`src/m3h_pkg.sv`:
```
// ----------------------------------------------------------------------------
// m3h_pkg
// Shared types, constants and helpers of the murmur3 32-bit hash core
// ----------------------------------------------------------------------------
package m3h_pkg;

    localparam logic [31:0] MIX_C1 = 32'hcc9e2d51;
    localparam logic [31:0] MIX_C2 = 32'h1b873593;
    localparam logic [31:0] MIX_C3 = 32'he6546b64;
    localparam logic [31:0] FIN_C4 = 32'h85ebca6b;
    localparam logic [31:0] FIN_C5 = 32'hc2b2ae35;

    localparam int M3H_QUEUE_DEPTH = 4;

    localparam logic [2:0] FULL_WORD_BYTES = 3'd4;

    // one scrambled word on its way from front end to back end
    typedef struct packed {
        logic [31:0] k;
        logic [2:0]  byte_count;
        logic        last;
    } m3h_item_t;

    // low 32 bits of a 32x32 product
    function automatic logic [31:0] mul32(input logic [31:0] a, input logic [31:0] b);
        logic [63:0] p;
        p = 64'(a) * 64'(b);
        return p[31:0];
    endfunction

endpackage

```
`src/m3h_front.sv`:
```
// ----------------------------------------------------------------------------
// m3h_front
// Input register, byte masking and two-stage k1 scramble
// ----------------------------------------------------------------------------
module m3h_front
    import m3h_pkg::*;
(
    input  logic        aclk,
    input  logic        aresetn,
    input  logic        s_valid,
    output logic        s_ready,
    input  logic [31:0] s_key_word,
    input  logic [2:0]  s_byte_count,
    input  logic        s_last,
    input  logic        q_full,
    output logic        q_push,
    output m3h_item_t   q_item
);

    logic        a_valid_reg;
    logic [31:0] a_word_reg;
    logic [2:0]  a_count_reg;
    logic        a_last_reg;
    logic        b_valid_reg;
    logic [31:0] b_k_reg;
    logic [2:0]  b_count_reg;
    logic        b_last_reg;
    logic        adv;
    logic [2:0]  count_clamped;
    logic [31:0] word_masked;
    logic [31:0] b_rot;

    // whole pipe moves unless the last stage is blocked by a full queue
    assign adv     = !b_valid_reg || !q_full;
    assign s_ready = adv;
    assign q_push  = b_valid_reg && !q_full;

    always_comb begin
        count_clamped = (s_byte_count > FULL_WORD_BYTES) ? FULL_WORD_BYTES : s_byte_count;
        case (count_clamped)
            3'd1:    word_masked = {24'd0, s_key_word[7:0]};
            3'd2:    word_masked = {16'd0, s_key_word[15:0]};
            3'd3:    word_masked = {8'd0, s_key_word[23:0]};
            3'd4:    word_masked = s_key_word;
            default: word_masked = 32'd0;
        endcase
    end

    assign b_rot = {b_k_reg[16:0], b_k_reg[31:17]};

    always_comb begin
        q_item.k          = mul32(b_rot, MIX_C2);
        q_item.byte_count = b_count_reg;
        q_item.last       = b_last_reg;
    end

    always_ff @(posedge aclk) begin
        if (!aresetn) begin
            a_valid_reg <= 1'b0;
            b_valid_reg <= 1'b0;
        end else if (adv) begin
            a_valid_reg <= s_valid;
            b_valid_reg <= a_valid_reg;
        end
    end

    always_ff @(posedge aclk) begin
        if (adv) begin
            a_word_reg  <= word_masked;
            a_count_reg <= count_clamped;
            a_last_reg  <= s_last;
            b_k_reg     <= mul32(a_word_reg, MIX_C1);
            b_count_reg <= a_count_reg;
            b_last_reg  <= a_last_reg;
        end
    end

endmodule

```
`src/m3h_queue.sv`:
```
// ----------------------------------------------------------------------------
// m3h_queue
// Small FIFO of scrambled words between front end and back end
// ----------------------------------------------------------------------------
module m3h_queue
    import m3h_pkg::*;
#(
    parameter int QUEUE_DEPTH = M3H_QUEUE_DEPTH
) (
    input  logic      aclk,
    input  logic      aresetn,
    input  logic      push,
    input  m3h_item_t push_item,
    output logic      full,
    input  logic      pop,
    output logic      pop_valid,
    output m3h_item_t pop_item
);

    localparam int PW = (QUEUE_DEPTH > 1) ? $clog2(QUEUE_DEPTH) : 1;
    localparam int CW = $clog2(QUEUE_DEPTH + 1);

    m3h_item_t         entry_reg [QUEUE_DEPTH];
    logic [PW-1:0]     wr_ptr_reg;
    logic [PW-1:0]     rd_ptr_reg;
    logic [CW-1:0]     cnt_reg;
    logic [CW-1:0]     cnt_next;
    logic              do_push;
    logic              do_pop;

    assign full      = (cnt_reg == CW'(QUEUE_DEPTH));
    assign pop_valid = (cnt_reg != '0);
    assign pop_item  = entry_reg[rd_ptr_reg];
    assign do_push   = push && !full;
    assign do_pop    = pop && pop_valid;

    always_comb begin
        cnt_next = cnt_reg;
        if (do_push && !do_pop) begin
            cnt_next = cnt_reg + CW'(1);
        end else if (do_pop && !do_push) begin
            cnt_next = cnt_reg - CW'(1);
        end
    end

    always_ff @(posedge aclk) begin
        if (!aresetn) begin
            wr_ptr_reg <= '0;
            rd_ptr_reg <= '0;
            cnt_reg    <= '0;
        end else begin
            cnt_reg <= cnt_next;
            if (do_push) begin
                wr_ptr_reg <= (wr_ptr_reg == PW'(QUEUE_DEPTH - 1)) ? '0 : wr_ptr_reg + PW'(1);
            end
            if (do_pop) begin
                rd_ptr_reg <= (rd_ptr_reg == PW'(QUEUE_DEPTH - 1)) ? '0 : rd_ptr_reg + PW'(1);
            end
        end
    end

    always_ff @(posedge aclk) begin
        if (do_push) begin
            entry_reg[wr_ptr_reg] <= push_item;
        end
    end

    // front end must never push into a full queue
    assert property (@(posedge aclk) disable iff (!aresetn) push |-> !full)
        else $error("push into full queue");

    // occupancy grows by one on an accepted push without a pop
    assert property (@(posedge aclk) disable iff (!aresetn)
        (do_push && !do_pop) |=> (cnt_reg == $past(cnt_reg) + CW'(1)))
        else $error("queue count lost a push");

endmodule

```
`src/m3h_back.sv`:
```
// ----------------------------------------------------------------------------
// m3h_back
// Running hash recurrence, length count, fmix32 finalizer and result register
// ----------------------------------------------------------------------------
module m3h_back
    import m3h_pkg::*;
(
    input  logic        aclk,
    input  logic        aresetn,
    input  logic [31:0] seed,
    input  logic        q_valid,
    input  m3h_item_t   q_item,
    output logic        q_pop,
    output logic        m_valid,
    input  logic        m_ready,
    output logic [31:0] m_hash
);

    localparam logic [1:0] ST_MIX  = 2'd0;
    localparam logic [1:0] ST_FIN1 = 2'd1;
    localparam logic [1:0] ST_FIN2 = 2'd2;

    logic [1:0]  state_reg;
    logic [1:0]  state_next;
    logic        in_key_reg;
    logic [31:0] h_reg;
    logic [31:0] len_reg;
    logic [31:0] mix_reg;
    logic [31:0] out_reg;
    logic        out_valid_reg;
    logic [31:0] h_base;
    logic [31:0] len_base;
    logic [31:0] hx;
    logic [31:0] hr;
    logic [31:0] h_new;
    logic [31:0] len_new;
    logic [31:0] fa;
    logic [31:0] fb;
    logic        load_out;

    assign q_pop    = (state_reg == ST_MIX) && q_valid;
    assign load_out = (state_reg == ST_FIN2) && (!out_valid_reg || m_ready);
    assign m_valid  = out_valid_reg;
    assign m_hash   = out_reg ^ (out_reg >> 16);

    always_comb begin
        h_base   = in_key_reg ? h_reg : seed;
        len_base = in_key_reg ? len_reg : 32'd0;
        hx       = h_base ^ q_item.k;
        hr       = {hx[18:0], hx[31:19]};
        if (q_item.byte_count == FULL_WORD_BYTES) begin
            h_new = hr + (hr << 2) + MIX_C3;
        end else begin
            h_new = hx;
        end
        len_new = len_base + 32'(q_item.byte_count);
        fa      = h_reg ^ len_reg;
        fa      = fa ^ (fa >> 16);
        fb      = mix_reg ^ (mix_reg >> 13);
    end

    always_comb begin
        state_next = state_reg;
        unique case (state_reg)
            ST_MIX: begin
                if (q_pop && q_item.last) begin
                    state_next = ST_FIN1;
                end
            end
            ST_FIN1: state_next = ST_FIN2;
            ST_FIN2: begin
                if (load_out) begin
                    state_next = ST_MIX;
                end
            end
            default: state_next = ST_MIX;
        endcase
    end

    always_ff @(posedge aclk) begin
        if (!aresetn) begin
            state_reg     <= ST_MIX;
            in_key_reg    <= 1'b0;
            h_reg         <= 32'd0;
            len_reg       <= 32'd0;
            out_valid_reg <= 1'b0;
        end else begin
            state_reg <= state_next;
            if (q_pop) begin
                in_key_reg <= !q_item.last;
                h_reg      <= h_new;
                len_reg    <= len_new;
            end
            if (load_out) begin
                out_valid_reg <= 1'b1;
            end else if (m_ready) begin
                out_valid_reg <= 1'b0;
            end
        end
    end

    always_ff @(posedge aclk) begin
        if (state_reg == ST_FIN1) begin
            mix_reg <= mul32(fa, FIN_C4);
        end
        if (load_out) begin
            out_reg <= mul32(fb, FIN_C5);
        end
    end

    // finalizer stages never take a new word
    assert property (@(posedge aclk) disable iff (!aresetn)
        (state_reg != ST_MIX) |-> !q_pop)
        else $error("word popped during finalize");

    // a last word always leads into the finalizer
    assert property (@(posedge aclk) disable iff (!aresetn)
        (q_pop && q_item.last) |=> (state_reg == ST_FIN1) && !in_key_reg)
        else $error("last word did not start finalize");

    // a pending result is not overwritten before it is taken
    assert property (@(posedge aclk) disable iff (!aresetn)
        (out_valid_reg && !m_ready) |=> out_valid_reg && $stable(out_reg))
        else $error("pending hash lost");

endmodule

```
`src/murmur3_32_hash_core.sv`:
```
// ----------------------------------------------------------------------------
// murmur3_32_hash_core
// Streaming MurmurHash3 x86_32 over little-endian 32-bit key words
// ----------------------------------------------------------------------------
// Each request carries up to four key bytes (first byte in bits 7:0), a byte
// count and a last flag; the hash of the key appears as one result request on
// the m_ side after the word flagged last, and the next word starts a new key
// from the seed. A word is taken every cycle as long as the internal queue has
// room: the front end masks unused bytes, registers the word and runs the two
// k1 multiplies in two stages, and the back end folds one word per cycle into
// the running hash while it is in its mix state. A last word takes the back
// end on through the two fmix32 multiply stages, and no new word is taken
// until the hash is loaded into the result register, which waits while an
// earlier result is still pending. Seed writes take effect at the next key
// start and are meant to be made while the core is idle. There is no
// clearing pass after reset.
// ----------------------------------------------------------------------------
module murmur3_32_hash_core
    import m3h_pkg::*;
#(
    parameter int QUEUE_DEPTH = M3H_QUEUE_DEPTH
) (
    input  logic        aclk,
    input  logic        aresetn,
    // seed register write port
    input  logic        seed_wr_en,
    input  logic [31:0] seed_wr_data,
    // key word requests
    input  logic        s_valid,
    output logic        s_ready,
    input  logic [31:0] s_key_word,
    input  logic [2:0]  s_byte_count,
    input  logic        s_last,
    // hash result requests
    output logic        m_valid,
    input  logic        m_ready,
    output logic [31:0] m_hash
);

    logic [31:0] seed_reg;
    logic        q_push;
    logic        q_full;
    logic        q_pop;
    logic        q_valid;
    m3h_item_t   q_push_item;
    m3h_item_t   q_pop_item;

    // seed register, reset to zero
    always_ff @(posedge aclk) begin
        if (!aresetn) begin
            seed_reg <= 32'd0;
        end else if (seed_wr_en) begin
            seed_reg <= seed_wr_data;
        end
    end

    // front end: accept, mask, scramble
    m3h_front u_front (
        .aclk         (aclk),
        .aresetn      (aresetn),
        .s_valid      (s_valid),
        .s_ready      (s_ready),
        .s_key_word   (s_key_word),
        .s_byte_count (s_byte_count),
        .s_last       (s_last),
        .q_full       (q_full),
        .q_push       (q_push),
        .q_item       (q_push_item)
    );

    // decouples scramble pipe from the hash recurrence
    m3h_queue #(
        .QUEUE_DEPTH (QUEUE_DEPTH)
    ) u_queue (
        .aclk      (aclk),
        .aresetn   (aresetn),
        .push      (q_push),
        .push_item (q_push_item),
        .full      (q_full),
        .pop       (q_pop),
        .pop_valid (q_valid),
        .pop_item  (q_pop_item)
    );

    // back end: running hash, length, finalizer, result register
    m3h_back u_back (
        .aclk    (aclk),
        .aresetn (aresetn),
        .seed    (seed_reg),
        .q_valid (q_valid),
        .q_item  (q_pop_item),
        .q_pop   (q_pop),
        .m_valid (m_valid),
        .m_ready (m_ready),
        .m_hash  (m_hash)
    );

endmodule
```
`config.mk`:
```
export PLATFORM = sky130hd
export DESIGN_NAME = murmur3_32_hash_core
export DESIGN_NICKNAME = d
export VERILOG_FILES = /design/src/m3h_pkg.sv /design/src/m3h_front.sv /design/src/m3h_queue.sv /design/src/m3h_back.sv /design/src/murmur3_32_hash_core.sv
export SDC_FILE = /design/constraint.sdc
export NUM_CORES = 2
export LEC_CHECK = 0
export ABC_AREA = 1
export BUFFER_PORTS_ARGS = -buffer_cell sky130_fd_sc_hd__buf_2
export CAP_MARGIN = 20
export CELL_PAD_IN_SITES_DETAIL_PLACEMENT = 1
export CELL_PAD_IN_SITES_GLOBAL_PLACEMENT = 2
export CORE_MARGIN = 3
export CORE_UTILIZATION = 42
export CTS_CLUSTER_SIZE = 16
export DETAILED_ROUTE_END_ITERATION = 8
export PLACE_DENSITY = 0.93
export REMOVE_ABC_BUFFERS = 1
export SYNTH_ARGS = -nofsm -noshare
export SYNTH_HDL_FRONTEND = slang
export SYNTH_SLANG_ARGS = --single-unit
export TNS_END_PERCENT = 10
```
`constraint.sdc`:
```
create_clock -name aclk -period 8.6 [get_ports aclk]
set_input_delay 2.15 -clock aclk [delete_from_list [all_inputs] [get_ports aclk]]
set_output_delay 2.15 -clock aclk [all_outputs]
set_load 0.01 [all_outputs]
```
==> flow_summary.ini <==
[status]
status = finished clean

[sta]
finalSetupTns_ns = 0
skew_ns = 0.0452
hold_viol_final = 0
rsz0062_at_grt = no
min_period_ns = 7.83
fin_ws_ns = 0.766
relSlewSlack = 0.339
max_freq_ghz = 0.128
finalMaxSlewViolations = 0
setup_viol = 0
worstMarginPinSlew_ns = 0.990
fin_crit_sh = 0.911

[die]
dieHeight_um = 362
core_area_um2 = 125000
dieArea_um2 = 131000
io_pins = 107
die_x_um = 362
core.rowCount = 129
initial_utilization = 0.427

[drt]
antenna_left = 0
vias = 38800
drt_pass1_iterations = 5
wire_per_inst_um = 22.3
drt-initial-drc-count = 2259
viasPerCell = 5.15
post-route-drc-count = 0
drt-total-wl_mm = 167

[cells_and_area]
fin_area_um2 = 57400
nets = 7471
multi_input_area_um2 = 36400
largest_reg_flops = 144
synthToLayoutAreaGrowth_pct = 7.78
seq_area_um2 = 10600
fill_cells = 14500
drive_gt1_frac = 0.0434

[flow_run]
cap_violations = 0

[yosys]
synth_area_leaders = fa_1 27%, ha_1 19%, edfxtp_1 16%
syn_inst = 5740
synthArstFlopShare = 0
synth.top_cell.area_share = 0.275
synth_area_leader_cell = fa_1
ys_seq_area_frac = 0.200
avgSynthCellArea_um2 = 9.27
syn_area_um2 = 53200
ys_ff_latch = 391
synth_warnings = 0
synth.distinct_cells = 54
synth-main-ff-cell = edfxtp_1
synth_edf_count = 280

[clock_network]
clk_latency_ns = 0.63
clk_pin_slew_ns = 0.06
clock-root-buffer = clkbuf_16
clockBufferDepth = 3
clkSinkCount = 391
cts_tree = built
hold_buffers = 0
htreeDepth = 2
cts_setup_buffers = 0
numCtsBuffers = 48
cts_resized = 0

[place]
dp_hpwl_mm = 144
gp_congestion = 0.941
placed_cell_area_um2 = 55700
place_ws_ns = 0.846
portBuffers = 106

[setup_path]
crit_path_max_fanout = 6
critPathLaunchType = flip-flop
r2r_cells = 26
crit_type = reg2reg
max_stage_delay_ns = 0.79
cpMaxStageDelayCell = xnor2_1
endpoint_kind = flip-flop
arrival_ns = 8.19
path_buf_inv = 4
cp_common_cell = fa_1
required_ns = 8.96
path_depth = 26
cp_top_family = adder cells

[grt]
grt_pass1_vias = 43400
grtUsageTotal = 0.259
grt_start_max_net_pins = 56
grt_pass1_wl_mm = 259
grt_overflow_total = 0
antenna_found_initial = 4

[hold_path]
hp-class = reg2reg
hold_depth = 0
[cells by family (layout without fill, tap and decap cells)]
logic type | after synthesis | count (layout) | share of synthesized area
AO/OA/AOI/OAI | 568 | 568 | 0.0593
flip-flops | 391 | 391 | 0.200
AND/OR/NAND/NOR | 1234 | 1234 | 0.0964
adder cells (fa/ha/maj) | 1555 | 1555 | 0.469
XOR/XNOR | 324 | 324 | 0.0533
multiplexers | 25 | 25 | 0.00470
other | 0 | 1 | 0
buffers and inverters | 1643 | 1785 | 0.118
[per-layer routing]
layer  GRT usage  vias to the layer above  wire length, um
li1            -                    18000                -
met1       0.348                    19700            73400
met2       0.450                      851            81700
met3      0.0289                      202             7890
met4      0.0614                        0             4290
met5           0                        -                0
[path summary, 6_finish.rpt]
path / startpoint / to / slack [ns]
hold / removal: u_front.a_count_reg[0] / u_front.b_count_reg[0] / 0.43
hold reg to reg: u_front.a_count_reg[0] / u_front.b_count_reg[0] / 0.43
setup / recovery: u_back.len_reg[24] / u_back.mix_reg[28] / 0.77
setup reg to reg: u_back.len_reg[24] / u_back.mix_reg[28] / 0.77
[cell usage in the layout, fill, tap and decap left out, types with 5 or more instances in the layout]
cell	instances
a21o_1	22
o211ai_1	11
nor4_1	10
xor2_1	169
o22a_1	10
o21ai_1	6
clkbuf_16	49
nor2_1	309
o22ai_1	11
fa_1	730
buf_2	106
nand2_1	657
or2_2	8
nor2_4	5
o21ai_0	195
dfxtp_1	109
nor2_2	8
o21bai_1	19
buf_4	30
nand4_1	29
mux2i_1	25
clkinv_2	6
bufinv_16	9
ha_1	825
clkinv_1	5
o21a_1	8
a32o_1	12
nand3b_1	7
inv_1	1554
a21oi_1	251
a31oi_1	11
clkbuf_1	9
edfxtp_1	280
xnor2_1	155
nor3_1	31
nand3_1	146
[worst register-to-register path: cells and delay by family, from the launching register on]
kind	cells	cell delay (ns)
adders and majority gates	9	4.18
and+or+nand+nor	10	1.47
xor gates and xnor gates	3	1.07
buffers and inverters	4	0.45
DFF	1	0.39
[layout make-up]
type / instances / area share
antenna: 1 / 0.0000436
clock buffer: 60 / 0.0224
clock inverter: 29 / 0.00731
inverter: 1560 / 0.102
multi-input combinational: 3706 / 0.634
sequential: 391 / 0.185
tap: 1637 / 0.0357
timing repair buffer: 136 / 0.0132
[stage by stage]
stage	hold WS [ns]	utilization	instances
after CTS	0.429	0.460	7519
after detailed placement	0.413	0.446	7430
after global routing	0.433	0.460	7520
after floorplan	0.400	-	5657
after global placement	0.404	0.446	7430
final	0.428	0.460	7520
[synth_stat cells (all sizes together) (19+ instances only)]
cell and number:
nand2 661, nand3 149, buf 48, a21oi 251
o21ai 201, nand4 31, o21bai 19, ha 825
clkbuf 35, nor3 34, xnor2 155, mux2i 25
a21o 22, edfxtp 280, nor2 322, dfxtp 111
fa 730, xor2 169, inv 1558
Power is left out: the tool's default activity adds up to more than one toggle a clock period on the data nets, which glitch-free logic cannot reach.
